--- src/sv/psp_pkg.sv ---
`timescale 1ns / 1ps
// ----------------------------------------------------------------------------
// psp_pkg
// Shared types, header constants and the sequencer control store for the
// program stream packetizer.
// ----------------------------------------------------------------------------
package psp_pkg;

    // Item kinds carried in s_tuser[1:0]
    typedef enum logic [1:0] {
        OP_FRAME = 2'd0,
        OP_NAL   = 2'd1,
        OP_BYTE  = 2'd2,
        OP_NONE  = 2'd3
    } op_t;

    // Register indexes on the config port
    localparam logic [1:0] CFG_MUX_RATE   = 2'd0;
    localparam logic [1:0] CFG_RATE_BOUND = 2'd1;
    localparam logic [1:0] CFG_VIDEO_ID   = 2'd2;

    localparam logic [21:0] MUX_RATE_RST   = 22'd255;
    localparam logic [21:0] RATE_BOUND_RST = 22'd50000;
    localparam logic [7:0]  VIDEO_ID_RST   = 8'd224;

    // Header sizes in bytes; every header is left-aligned in a 192-bit word
    localparam int PACK_BYTES = 14;
    localparam int SYS_BYTES  = 18;
    localparam int MAP_BYTES  = 24;
    localparam int PES_BYTES  = 19;
    localparam int HDR_BITS   = 8 * MAP_BYTES;

    // Stream map is fully constant, CRC included
    localparam logic [HDR_BITS-1:0] MAP_HDR = {
        24'h000001, 8'hBC, 16'd18, 1'b1, 2'b11, 5'd0, 7'h7F, 1'b1,
        16'd0, 16'd8, 8'h90, 8'hC0, 16'd0, 8'h1B, 8'hE0, 16'd0,
        8'h45, 8'hBD, 8'hDC, 8'hF4
    };

    // SCR extension: base mod 100, one nibble per cycle
    localparam int MOD_DIGITS = 9;
    localparam int MOD_BITS   = 4 * MOD_DIGITS;

    // Byte sources of the datapath
    typedef enum logic [2:0] {
        SRC_DATA = 3'd0,
        SRC_PACK = 3'd1,
        SRC_SYS  = 3'd2,
        SRC_MAP  = 3'd3,
        SRC_PES  = 3'd4
    } src_t;

    // Sequencing after the current step
    typedef enum logic [1:0] {
        SEQ_NEXT           = 2'd0,
        SEQ_END            = 2'd1,
        SEQ_END_IF_NOT_KEY = 2'd2
    } seq_t;

    typedef struct packed {
        src_t       src;
        logic [4:0] idx;       // byte of the selected header
        seq_t       seq;
        logic       wait_mod;  // hold until SCR extension is ready
    } ctl_word_t;

    // Program layout
    localparam logic [6:0] STEP_DATA = 7'd0;
    localparam logic [6:0] STEP_PACK = 7'd1;
    localparam logic [6:0] STEP_SYS  = STEP_PACK + 7'(PACK_BYTES);
    localparam logic [6:0] STEP_MAP  = STEP_SYS + 7'(SYS_BYTES);
    localparam logic [6:0] STEP_PES  = STEP_MAP + 7'(MAP_BYTES);
    localparam logic [6:0] STEP_LAST = STEP_PES + 7'(PES_BYTES) - 7'd1;

    // Control store
    function automatic ctl_word_t psp_rom(input logic [6:0] step);
        ctl_word_t cw;
        cw.src      = SRC_DATA;
        cw.idx      = 5'd0;
        cw.seq      = SEQ_END;
        cw.wait_mod = 1'b0;
        if (step == STEP_DATA) begin
            cw.src = SRC_DATA;
        end else if (step < STEP_SYS) begin
            cw.src      = SRC_PACK;
            cw.idx      = 5'(step - STEP_PACK);
            cw.seq      = (step == STEP_SYS - 7'd1) ? SEQ_END_IF_NOT_KEY : SEQ_NEXT;
            cw.wait_mod = (step == STEP_PACK + 7'd8);
        end else if (step < STEP_MAP) begin
            cw.src = SRC_SYS;
            cw.idx = 5'(step - STEP_SYS);
            cw.seq = SEQ_NEXT;
        end else if (step < STEP_PES) begin
            cw.src = SRC_MAP;
            cw.idx = 5'(step - STEP_MAP);
            cw.seq = (step == STEP_PES - 7'd1) ? SEQ_END : SEQ_NEXT;
        end else if (step <= STEP_LAST) begin
            cw.src = SRC_PES;
            cw.idx = 5'(step - STEP_PES);
            cw.seq = (step == STEP_LAST) ? SEQ_END : SEQ_NEXT;
        end
        return cw;
    endfunction

    // 33-bit time stamp with marker bits, as in PES headers
    function automatic logic [39:0] pes_time(input logic [3:0] prefix,
                                             input logic [32:0] t);
        return {prefix, t[32:30], 1'b1, t[29:15], 1'b1, t[14:0], 1'b1};
    endfunction

endpackage

--- src/sv/program_stream_packetizer.sv ---
`timescale 1ns / 1ps
// ----------------------------------------------------------------------------
// program_stream_packetizer
// Wraps H.264 NAL units into an MPEG-2 program stream, one byte per beat.
// ----------------------------------------------------------------------------
// Usage:
//  - s_ channel: one item per beat. s_tuser[1:0] is the kind (frame start,
//    NAL start, payload byte, the fourth code is dropped), s_tuser[2] marks a
//    key frame. A frame start latches pts/dts and sends a 14-byte pack header,
//    plus an 18-byte system header and a 24-byte stream map on key frames.
//    A NAL start sends a 19-byte PES header using the latched times.
//  - m_ channel: stream bytes, m_tlast on the final byte of each item.
//  - cfg_ channel: register writes, always ready; write only while idle.
// Timing:
//  - The accepting edge loads the sequencer; the first byte then goes into
//    the output register, then one byte per cycle while m_tready allows,
//    set by the single output register and the one-byte-per-step sequencer.
//    Frame starts may wait before byte 9 for the nibble-serial SCR mod 100
//    unit.
//  - A new item is taken on the edge that loads the previous item's last
//    byte, so payload bytes stream at one per cycle while m_tready is high.
// Reset: sequencer idle, output empty, times zero, registers at defaults.
// Stall: with m_tready low the current byte holds and the program waits.
// ----------------------------------------------------------------------------
module program_stream_packetizer
    import psp_pkg::*;
(
    input  logic        aclk,
    input  logic        aresetn,
    // input items
    input  logic        s_tvalid,
    output logic        s_tready,
    input  logic [95:0] s_tdata,   // pts[32:0], dts[65:33], nalu_length[81:66],
                                   // data_byte[89:82], zero fill
    input  logic [2:0]  s_tuser,   // opcode[1:0], is_key_frame[2]
    // stream bytes
    output logic        m_tvalid,
    input  logic        m_tready,
    output logic [7:0]  m_tdata,   // out_byte[7:0]
    output logic        m_tlast,
    // register writes
    input  logic        cfg_valid,
    output logic        cfg_ready,
    input  logic [1:0]  cfg_index,
    input  logic [21:0] cfg_data
);

    // Input field views
    logic [32:0] s_pts;
    logic [32:0] s_dts;
    logic [15:0] s_nalu_length;
    logic [7:0]  s_data_byte;
    op_t         s_opcode;
    logic        s_key;

    assign s_pts         = s_tdata[32:0];
    assign s_dts         = s_tdata[65:33];
    assign s_nalu_length = s_tdata[81:66];
    assign s_data_byte   = s_tdata[89:82];
    assign s_opcode      = op_t'(s_tuser[1:0]);
    assign s_key         = s_tuser[2];

    // Registers
    logic [21:0]         mux_rate_reg,   mux_rate_next;
    logic [21:0]         rate_bound_reg, rate_bound_next;
    logic [7:0]          video_id_reg,   video_id_next;
    logic [32:0]         frame_pts_reg,  frame_pts_next;
    logic [32:0]         frame_dts_reg,  frame_dts_next;
    logic                busy_reg,       busy_next;
    logic [6:0]          step_reg,       step_next;
    logic                key_reg,        key_next;
    logic [15:0]         nalu_reg,       nalu_next;
    logic [7:0]          data_reg,       data_next;
    logic [MOD_BITS-1:0] mod_sh_reg,     mod_sh_next;
    logic [6:0]          mod_rem_reg,    mod_rem_next;
    logic [3:0]          mod_cnt_reg,    mod_cnt_next;
    logic                m_tvalid_reg,   m_tvalid_next;
    logic [7:0]          m_tdata_reg,    m_tdata_next;
    logic                m_tlast_reg,    m_tlast_next;

    ctl_word_t cw;
    logic      fire;
    logic      s_acc;
    logic      end_bit;
    logic [7:0] out_sel;
    logic [10:0] mod_t;

    logic [HDR_BITS-1:0] hdr_vec;
    logic [8*PACK_BYTES-1:0] pack_hdr;
    logic [8*SYS_BYTES-1:0]  sys_hdr;
    logic [8*PES_BYTES-1:0]  pes_hdr;
    logic [7:0]              shamt;

    assign cw = psp_rom(step_reg);

    // One byte per step when the output register is free and no SCR wait holds
    assign fire = busy_reg && (!m_tvalid_reg || m_tready) &&
                  !(cw.wait_mod && (mod_cnt_reg != 4'd0));
    assign end_bit = (cw.seq == SEQ_END) || ((cw.seq == SEQ_END_IF_NOT_KEY) && !key_reg);

    assign s_tready  = !busy_reg || (fire && end_bit);
    assign s_acc     = s_tvalid && s_tready;
    assign cfg_ready = 1'b1;

    assign m_tvalid = m_tvalid_reg;
    assign m_tdata  = m_tdata_reg;
    assign m_tlast  = m_tlast_reg;

    // Header words, MSB first
    assign pack_hdr = {32'h000001BA, 2'b01, frame_pts_reg[32:30], 1'b1,
                       frame_pts_reg[29:15], 1'b1, frame_pts_reg[14:0], 1'b1,
                       {2'b00, mod_rem_reg}, 1'b1, mux_rate_reg, 2'b11, 5'h1F, 3'b000};
    assign sys_hdr  = {32'h000001BB, 16'd12, 1'b1, rate_bound_reg, 1'b1, 6'd1,
                       1'b0, 4'b1111, 5'd1, 1'b0, 7'h7F,
                       8'hC0, 2'b11, 1'b0, 13'd512,
                       8'hE0, 2'b11, 1'b1, 13'd2048};
    assign pes_hdr  = {24'h000001, video_id_reg, nalu_reg + 16'd13,
                       2'b10, 6'd0, 2'b11, 6'd0, 8'd10,
                       pes_time(4'd3, frame_pts_reg), pes_time(4'd1, frame_dts_reg)};

    always_comb begin
        case (cw.src)
            SRC_PACK: hdr_vec = {pack_hdr, {(HDR_BITS - 8*PACK_BYTES){1'b0}}};
            SRC_SYS:  hdr_vec = {sys_hdr,  {(HDR_BITS - 8*SYS_BYTES){1'b0}}};
            SRC_MAP:  hdr_vec = MAP_HDR;
            SRC_PES:  hdr_vec = {pes_hdr,  {(HDR_BITS - 8*PES_BYTES){1'b0}}};
            default:  hdr_vec = '0;
        endcase
        shamt   = {5'(MAP_BYTES - 1) - cw.idx, 3'b000};
        out_sel = (cw.src == SRC_DATA) ? data_reg : 8'(hdr_vec >> shamt);
    end

    // Nibble step of base mod 100: r = (16r + d) mod 100, r*16+15 < 1600
    always_comb begin
        mod_t = {mod_rem_reg, 4'b0000} + 11'(mod_sh_reg[MOD_BITS-1 -: 4]);
        if (mod_t >= 11'd800) mod_t = mod_t - 11'd800;
        if (mod_t >= 11'd400) mod_t = mod_t - 11'd400;
        if (mod_t >= 11'd200) mod_t = mod_t - 11'd200;
        if (mod_t >= 11'd100) mod_t = mod_t - 11'd100;
    end

    always_comb begin
        mux_rate_next   = mux_rate_reg;
        rate_bound_next = rate_bound_reg;
        video_id_next   = video_id_reg;
        frame_pts_next  = frame_pts_reg;
        frame_dts_next  = frame_dts_reg;
        busy_next       = busy_reg;
        step_next       = step_reg;
        key_next        = key_reg;
        nalu_next       = nalu_reg;
        data_next       = data_reg;
        mod_sh_next     = mod_sh_reg;
        mod_rem_next    = mod_rem_reg;
        mod_cnt_next    = mod_cnt_reg;
        m_tvalid_next   = m_tvalid_reg;
        m_tdata_next    = m_tdata_reg;
        m_tlast_next    = m_tlast_reg;

        if (cfg_valid && cfg_ready) begin
            case (cfg_index)
                CFG_MUX_RATE:   mux_rate_next   = cfg_data;
                CFG_RATE_BOUND: rate_bound_next = cfg_data;
                CFG_VIDEO_ID:   video_id_next   = cfg_data[7:0];
                default: ;
            endcase
        end

        if (mod_cnt_reg != 4'd0) begin
            mod_rem_next = mod_t[6:0];
            mod_sh_next  = {mod_sh_reg[MOD_BITS-5:0], 4'b0000};
            mod_cnt_next = mod_cnt_reg - 4'd1;
        end

        if (m_tvalid_reg && m_tready) begin
            m_tvalid_next = 1'b0;
        end

        if (fire) begin
            m_tvalid_next = 1'b1;
            m_tdata_next  = out_sel;
            m_tlast_next  = end_bit;
            step_next     = step_reg + 7'd1;
            if (end_bit) begin
                busy_next = 1'b0;
            end
        end

        if (s_acc) begin
            key_next  = s_key;
            nalu_next = s_nalu_length;
            data_next = s_data_byte;
            case (s_opcode)
                OP_FRAME: begin
                    frame_pts_next = s_pts;
                    frame_dts_next = s_dts;
                    mod_sh_next    = {{(MOD_BITS - 33){1'b0}}, s_pts};
                    mod_rem_next   = 7'd0;
                    mod_cnt_next   = 4'(MOD_DIGITS);
                    busy_next      = 1'b1;
                    step_next      = STEP_PACK;
                end
                OP_NAL: begin
                    busy_next = 1'b1;
                    step_next = STEP_PES;
                end
                OP_BYTE: begin
                    busy_next = 1'b1;
                    step_next = STEP_DATA;
                end
                default: ;
            endcase
        end
    end

    always_ff @(posedge aclk) begin
        if (!aresetn) begin
            mux_rate_reg   <= MUX_RATE_RST;
            rate_bound_reg <= RATE_BOUND_RST;
            video_id_reg   <= VIDEO_ID_RST;
            frame_pts_reg  <= '0;
            frame_dts_reg  <= '0;
            busy_reg       <= 1'b0;
            step_reg       <= STEP_DATA;
            mod_cnt_reg    <= 4'd0;
            m_tvalid_reg   <= 1'b0;
        end else begin
            mux_rate_reg   <= mux_rate_next;
            rate_bound_reg <= rate_bound_next;
            video_id_reg   <= video_id_next;
            frame_pts_reg  <= frame_pts_next;
            frame_dts_reg  <= frame_dts_next;
            busy_reg       <= busy_next;
            step_reg       <= step_next;
            mod_cnt_reg    <= mod_cnt_next;
            m_tvalid_reg   <= m_tvalid_next;
        end
        key_reg     <= key_next;
        nalu_reg    <= nalu_next;
        data_reg    <= data_next;
        mod_sh_reg  <= mod_sh_next;
        mod_rem_reg <= mod_rem_next;
        m_tdata_reg <= m_tdata_next;
        m_tlast_reg <= m_tlast_next;
    end

    // ------------------------------------------------------------------------
    // Checks
    // ------------------------------------------------------------------------
    a_item_starts: assert property (@(posedge aclk) disable iff (!aresetn)
        (s_acc && (s_opcode != OP_NONE)) |=> busy_reg)
        else $error("accepted item did not start the sequencer");

    a_step_range: assert property (@(posedge aclk) disable iff (!aresetn)
        busy_reg |-> (step_reg <= STEP_LAST))
        else $error("step counter ran past the program");

    a_last_ends: assert property (@(posedge aclk) disable iff (!aresetn)
        (fire && end_bit && !s_acc) |=> (!busy_reg && m_tvalid && m_tlast))
        else $error("final byte did not end the item");

    a_mod_start: assert property (@(posedge aclk) disable iff (!aresetn)
        (s_acc && (s_opcode == OP_FRAME)) |=> (mod_cnt_reg == 4'(MOD_DIGITS)))
        else $error("SCR extension not restarted on frame start");

endmodule

--- config.mk ---
export PLATFORM = sky130hd
export DESIGN_NAME = program_stream_packetizer
export DESIGN_NICKNAME = d
export VERILOG_FILES = /design/src/sv/psp_pkg.sv /design/src/sv/program_stream_packetizer.sv
export SDC_FILE = /design/constraint.sdc
export NUM_CORES = 1
export LEC_CHECK = 0
export CORE_MARGIN = 1
export CORE_UTILIZATION = 45
export CTS_BUF_LIST = sky130_fd_sc_hd__clkbuf_4 sky130_fd_sc_hd__clkbuf_8
export DETAILED_ROUTE_END_ITERATION = 7
export DONT_BUFFER_PORTS = 1
export PLACE_DENSITY = 0.66
export RECOVER_POWER = 50
export SYNTH_ARGS = -nofsm -noshare
export SYNTH_HDL_FRONTEND = slang
export SYNTH_SLANG_ARGS = --single-unit
export TNS_END_PERCENT = 20
--- constraint.sdc ---
create_clock -name aclk -period 10.6 [get_ports aclk]
set_clock_uncertainty 0.15 [all_clocks]
set_input_delay 1.06 -clock aclk [delete_from_list [all_inputs] [get_ports aclk]]
set_output_delay 1.06 -clock aclk [all_outputs]
set_load 0.01 [all_outputs]
# [Word level (Yosys, flattened, before mapping)]
# Index checks and enable logic that the tools add are counted.
[classes] add_sub_neg=13 n_lt_le_gt_ge=8 n_eq_ne=14 shifts=1 n_mux=34 reduce_logical=25
[ops] cell="$pmux W169 S4" n=1
[ops] cell="$shr A192 B8 Y8" n=1
[ops] cell="$mux W36" n=3
[ops] cell="$mux W7" n=6
[ops] cell="$mux W10" n=4
[ops] cell="$mux W11" n=3
[ops] cell="$pmux W7 S3" n=1
[ops] cell="$add A16 B4 Y16 const B" n=1
[ops] cell="$mux W8" n=2
[ops] cell="$eq A7 B4 Y1 const B" n=2
[ops] cell="$lt A7 B6 Y1 const B" n=2
[ops] cell="$mux W4" n=3
[ops] cell="$add A11 B4 Y11" n=1
[ops] cell="$ge A11 B10 Y1 const B" n=1
[ops] cell="$ge A11 B7 Y1 const B" n=1
[ops] cell="$ge A11 B8 Y1 const B" n=1
[ops] cell="$ge A11 B9 Y1 const B" n=1
[ops] cell="$sub A11 B10 Y11 const B" n=1
[ops] cell="$sub A11 B8 Y11 const B" n=1
[ops] cell="$sub A11 B9 Y11 const B" n=1
[ops] cell="$sub A5 B1 Y5 const B" n=2
[ops] cell="$mux W1" n=9
[ops] cell="$reduce_and A2 Y1" n=4
[ops] cell="$add A7 B1 Y7 const B" n=1
[ops] cell="other kinds (25)" n=42
[totals] reg_bits=208 inputBits=128 out_inout_bits=12 elab_cells=111

# [Depth between registers and ports, before layout]
[depth] word_depth=14 depth_mapped=23 depth_no_buf=20

# [Least setup slack after synthesis]
# Ideal clock, no wire load.
[synth_path] path_kind="register to register" from="register mod_rem_reg[1]" to="register mod_rem_reg[4]" setup_ps=88 t_arrival_ps=4505 t_required_ps=10362 path_slack_ps=5857 path_stages_with_launch=23 path_buffers=3 synth_period_minus_slack_ps=4743 cell_sequence="dfxtp_1 > buf_2 > inv_1 > ha_1 > and3b_1 > or4_1 > o31a_1 > and2_1 > buf_6 > o2bb2ai_1 > nor2_1 > inv_1 > ha_1 > clkbuf_1 > nor2b_1 > o21ai_0 > o221a_1 > a31oi_4 > mux2i_1 > nor2b_2 > a21boi_1 > o31a_1 > a311oi_2"
[synth_between] elab_chain_len=12 elab_cells_between_ends=16 cone_classes="add/sub: 5; order compare: 4; mux: 7"
[synth_lines] element="start: declaration" line="program_stream_packetizer.sv:75" rtl="logic [6:0] mod_rem_reg, mod_rem_next;"
[synth_lines] element="start signal: assignment" line="program_stream_packetizer.sv:242" rtl="mod_rem_reg <= mod_rem_next;"
[synth_lines] element="$add A11 B4 Y11 (*)" line="program_stream_packetizer.sv:135" rtl="mod_t = {mod_rem_reg, 4'b0000} + 11'(mod_sh_reg[MOD_BITS-1 -: 4]);"
[synth_lines] element="$sub A11 B10 Y11 / $ge A11 B10 Y1 (equally long branches)" line="program_stream_packetizer.sv:136" rtl="if (mod_t >= 11'd800) mod_t = mod_t - 11'd800;"
[synth_lines] element="$mux W11 (*)" line="program_stream_packetizer.sv:136"
[synth_lines] element="$sub A11 B9 Y11 / $ge A11 B9 Y1 (equally long branches)" line="program_stream_packetizer.sv:137" rtl="if (mod_t >= 11'd400) mod_t = mod_t - 11'd400;"
[synth_lines] element="$mux W11 (*)" line="program_stream_packetizer.sv:137"
[synth_lines] element="$sub A11 B8 Y11 / $ge A11 B8 Y1 (equally long branches)" line="program_stream_packetizer.sv:138" rtl="if (mod_t >= 11'd200) mod_t = mod_t - 11'd200;"
[synth_lines] element="$mux W11 (*)" line="program_stream_packetizer.sv:138"
[synth_lines] element="$ge A11 B7 Y1 / $sub A7 B7 Y7 (equally long branches)" line="program_stream_packetizer.sv:139" rtl="if (mod_t >= 11'd100) mod_t = mod_t - 11'd100;"
[synth_lines] element="$mux W7 (*)" line="program_stream_packetizer.sv:139"
[synth_lines] element="$mux W7 (*)" line="program_stream_packetizer.sv:169" rtl="if (mod_cnt_reg != 4'd0) begin"
[synth_lines] element="$mux W7" line="program_stream_packetizer.sv:193" rtl="case (s_opcode)"
[synth_lines] element="$mux W7 (*)" line="program_stream_packetizer.sv:189" rtl="if (s_acc) begin"
[synth_lines] element="via mod_rem_next[4]" line="program_stream_packetizer.sv:75"
# The timed path passes the listed nets; every way through them passes the cells marked *.
# A chain may end at the register's enable or synchronous reset.

# [Worst setup path in the final report]
[layout_path] from="register mod_cnt_reg[0]" to="register mod_sh_reg[1]"
[layout_between] elab_chain_len=8 elab_cells_between_ends=10 cone_classes="mux: 3; reduce/logical: 7"
[layout_lines] element="start: declaration" line="program_stream_packetizer.sv:76" rtl="logic [3:0] mod_cnt_reg, mod_cnt_next;"
[layout_lines] element="start signal: assignment" line="program_stream_packetizer.sv:235" rtl="mod_cnt_reg <= mod_cnt_next;"
[layout_lines] element="$reduce_bool A4 Y1" line="program_stream_packetizer.sv:98" rtl="!(cw.wait_mod && (mod_cnt_reg != 4'd0));"
[layout_lines] element="$logic_and A1 B1 Y1" line="program_stream_packetizer.sv:98"
[layout_lines] element="$logic_not A1 Y1" line="program_stream_packetizer.sv:98"
[layout_lines] element="$logic_and A1 B1 Y1" line="program_stream_packetizer.sv:97" rtl="assign fire = busy_reg && (!m_tvalid_reg || m_tready) &&"
[layout_lines] element="$logic_and A1 B1 Y1" line="program_stream_packetizer.sv:101" rtl="assign s_tready = !busy_reg || (fire && end_bit);"
[layout_lines] element="$logic_or A1 B1 Y1" line="program_stream_packetizer.sv:101"
[layout_lines] element="via s_tready" line="program_stream_packetizer.sv:32" rtl="output logic s_tready,"
[layout_lines] element="$logic_and A1 B1 Y1" line="program_stream_packetizer.sv:102" rtl="assign s_acc = s_tvalid && s_tready;"
[layout_lines] element="$mux W36" line="program_stream_packetizer.sv:189"
[layout_lines] element="via mod_sh_next[1]" line="program_stream_packetizer.sv:74" rtl="logic [MOD_BITS-1:0] mod_sh_reg, mod_sh_next;"
[layout_lines] element="end signal: assignment" line="program_stream_packetizer.sv:241" rtl="mod_sh_reg <= mod_sh_next;"
[layout_lines] element="end: declaration" line="program_stream_packetizer.sv:74"
# The timed path passes the listed nets, and every way through them passes these cells.

==> summary.txt <==
Status
  – Outcome: finished, violations left
  – Failing checks: max-capacitance violations, max-slew violations

Power
  – Worst IR Drop VDD: roughly 0.19 mV
  – Clock network fraction of total power: a little under a quarter
  – Net Sw Frac: roughly two fifths
  – P per Cell Area: about 280 nW/um2
  – NetSw: approximately 1300 uW
  – Pint: roughly 2000 uW
  – Reg power frac: 30.7%
  – Logic pwr share: a little under half
  – Lkg Pwr: 0.00430 uW

Floorplan
  – Horizontal die dimension: 160 um
  – Initial standard-cell utilization of the core: a little under half
  – Core region area: around 24000 um2
  – Ports: 140
  – Die footprint: 25700 um2
  – Number of placement rows: 57
  – Vert. Die Dim: about 160 um

Worst setup path
  – CP max stage delay: 1.89 ns
  – Worst EP arrival: around 5.9 ns
  – Master of the slowest instance on the critical path: sky130_fd_sc_hd__clkbuf_1
  – CP Capture Type: register
  – Worst setup slack for register-to-register paths: slightly above 5 ns
  – Kind of critical path: register to register
  – Critical path, cell by cell: inv_1 -> ha_1 -> or3b_2 -> clkbuf_1 -> nand3_1 -> o21ai_0 -> nor2b_1 -> a21bo_1 -> nand2_1 -> or2_0 -> nor2_4 -> buf_4 -> nor2_1 -> nand2_1 -> nand2_1
  – Maximum net fanout on the critical path: between 100 and 150
  – Type of origin of the critical path: register
  – Most used cell along the critical path: sky130_fd_sc_hd__nand2_1
  – Required time of the critical path: between 10 and 15 ns
  – Cells on worst reg2reg path: 15

Logic synthesis
  – Sequential-to-total area share from yosys stat: 40.0%
  – Syn_area_per_cell: slightly above 8 um2
  – Count of flip-flops with a built-in enable after synthesis: 34
  – Synthesized netlist net count: 1517
  – Count of unique library cells instantiated by Yosys: just over 80
  – Yosys warns: 0
  – Count of mapped cells out of synthesis: 1380
  – Ys flop type: sky130_fd_sc_hd__dfxtp_1
  – Synthesized flop and latch total: about 210
  – Cell Area, Synth: approximately 11000 um2
  – Share of flip-flops with an asynchronous set or reset: 0%

CTS
  – Clock net sink count: roughly 210
  – H-tree depth: 2
  – Reg clk slew, reported paths: ~0.06 ns
  – Maximum root-to-sink buffer count: 3
  – CTS tree: yes
  – Gates resized, CTS repair: 0
  – Hold buffer count at CTS: 0
  – Clk Tree Root Cell: sky130_fd_sc_hd__clkbuf_8
  – Buffers inserted by post-CTS timing repair: 0
  – Number of buffers created by CTS: 36
  – Clock insertion delay at the later pin of the skew report: roughly 0.56 ns

Cells and area
  – Post-route insts no fill: 1676
  – Layout Nets: around 1500
  – Fill count: 2434
  – Largest register FFs: 36
  – P&R area growth vs syn: 8.03%
  – Footprint of the multi-input gates: 6280 um2
  – Commonest non-fill, non-tap cell in the layout: sky130_fd_sc_hd__nand2_1
  – Antenna diodes: 0
  – Fraction of layout cells with a size suffix above 1: roughly 7.9%
  – Area occupied by registers: roughly 4500 um2
  – Commonest cells after routing, fill and taps aside: 306 x sky130_fd_sc_hd__nand2_1, 174 x sky130_fd_sc_hd__dfxtp_1, 104 x sky130_fd_sc_hd__a21boi_0

Timing
  – Setup TNS Final: 0 ns
  – Max Freq: about 180 MHz
  – RSZ-0062 raised after global routing: no
  – Final Hold Violating Endpoints: 0
  – Worst hold margin: just under 0.3 ns
  – Worst-margin pin slew: about 2.7 ns
  – Count of final setup violators: 0
  – Post-layout minimum cycle time: approximately 5.6 ns
  – Headroom to the max-slew limit: -79.9%
  – Share of the clock period used by the worst path: 52.4%
  – Total count of max-transition violations in the final report: 44

Placement
  – Half-perimeter wire length after placement: roughly 25000 um
  – Placed instance count: approximately 1600
  – Weighted congestion reported at the end of routability-driven placement: around 0.97
  – Port buffer count: 0

Drt
  – 1st-pass router iterations: 6
  – Detail Route Antenna Nets: 0
  – Residual DRC count: 0
  – Via count: about 10000
  – Starting DRC count in detailed routing: 1111
  – Wire length per cell: a little over 20 um
  – Mean number of vias per cell: around 6.1
  – Total wire length after detailed routing: approximately 35000 um

GRT
  – Number of antenna violations at the first check in global routing: 0
  – First-pass GRT wire length: 53900 um
  – Overall Global Routing Usage: a little over a quarter
  – Via count of the first global-routing pass: roughly 9400
  – Largest net degree at the start of global routing: between 100 and 150
  – Overflow left after global routing: 0

Flow run
  – Max-cap violation count: 1

Worst hold path
  – Count of cells along the worst hold path: 2
  – Hold Path Class: register to register
through the flow:
step | util (%) | instance area [um2] | worst slack (ns) | power (uW)
after floorplan | - | 11300 | 5.86 | 2250
after global placement | 46.5 | 11400 | 5.29 | 2520
after detailed placement | 46.5 | 11400 | 5.27 | 2530
after CTS | 49.8 | 12200 | 5.23 | 3350
after global routing | 49.7 | 12200 | 4.49 | 3580
final | 49.7 | 12200 | 5.05 | 3360
Yosys cell counts (20+ instances only):
cell type	instances	area (um2)
sky130_fd_sc_hd__a21oi_1	89	445
sky130_fd_sc_hd__nand2_1	306	1150
sky130_fd_sc_hd__mux2i_1	46	460
sky130_fd_sc_hd__a22oi_1	20	150
sky130_fd_sc_hd__a21boi_0	104	781
sky130_fd_sc_hd__nor3_1	22	110
sky130_fd_sc_hd__o21ai_0	85	425
sky130_fd_sc_hd__xnor2_1	24	210
sky130_fd_sc_hd__clkbuf_1	84	315
sky130_fd_sc_hd__nand3_1	41	205
sky130_fd_sc_hd__nor2_1	67	251
sky130_fd_sc_hd__a221oi_1	32	280
sky130_fd_sc_hd__edfxtp_1	34	1020
sky130_fd_sc_hd__dfxtp_1	174	3480
layout make-up:
type	count	area share, %
Inverter	17	0.525
Tap cell	324	3.33
Sequential cell	208	37.0
Timing Repair Buffer	15	0.864
Clock buffer	54	5.34
Multi-Input combinational cell	1049	51.7
Clock inverter	9	1.24
cell families (layout without fill, tap and decap cells):
| logic type | Yosys count | count (layout) | synth area share [%] |
|---|---|---|---|
| other cells | 1 | 1 | 0.0333 |
| compound gates | 452 | 452 | 27.7 |
| simple gates | 507 | 507 | 19.9 |
| flops | 208 | 208 | 40.0 |
| xor+xnor | 32 | 32 | 2.49 |
| mux | 48 | 48 | 4.32 |
| fa+ha+maj | 9 | 9 | 1.00 |
| buf+inv | 123 | 95 | 4.49 |
final timing paths:
path	from	end
max reg2reg	mod_cnt_reg[0]	mod_sh_reg[1]
min reg2reg	mod_sh_reg[3]	mod_sh_reg[3]
max	mod_cnt_reg[0]	mod_sh_reg[1]
min	mod_sh_reg[3]	mod_sh_reg[3]
power by group through the flow:
stage	combinational (uW)	sequential [uW]	clock, uW
after floorplan	1280	971	0
final	1520	1030	808
after global placement	1470	1040	0
after global routing	1670	1050	862
after CTS	1490	1030	825
after detailed placement	1480	1050	0
critical path: cells and delay by family, from the launching register on:
family,cells,cell delay [ns]
adder cells (fa/ha/maj),1,0.24
buffers and inverters,3,2.35
AO/OA/AOI/OAI,2,0.68
flip-flops,1,0.32
AND/OR/NAND/NOR,9,1.66
layer usage:
| metal | GRT usage, % | up-vias | part of all wire, % |
|---|---|---|---|
| met4 | 9.52 | 0 | 3.1 |
| met5 | 0 | - | 0 |
| li1 | - | 4849 | - |
| met2 | 41.0 | 469 | 44 |
| met3 | 5.82 | 73 | 9.4 |
| met1 | 37.1 | 4752 | 43 |
Note: power is estimated with default switching activity, not from simulation.
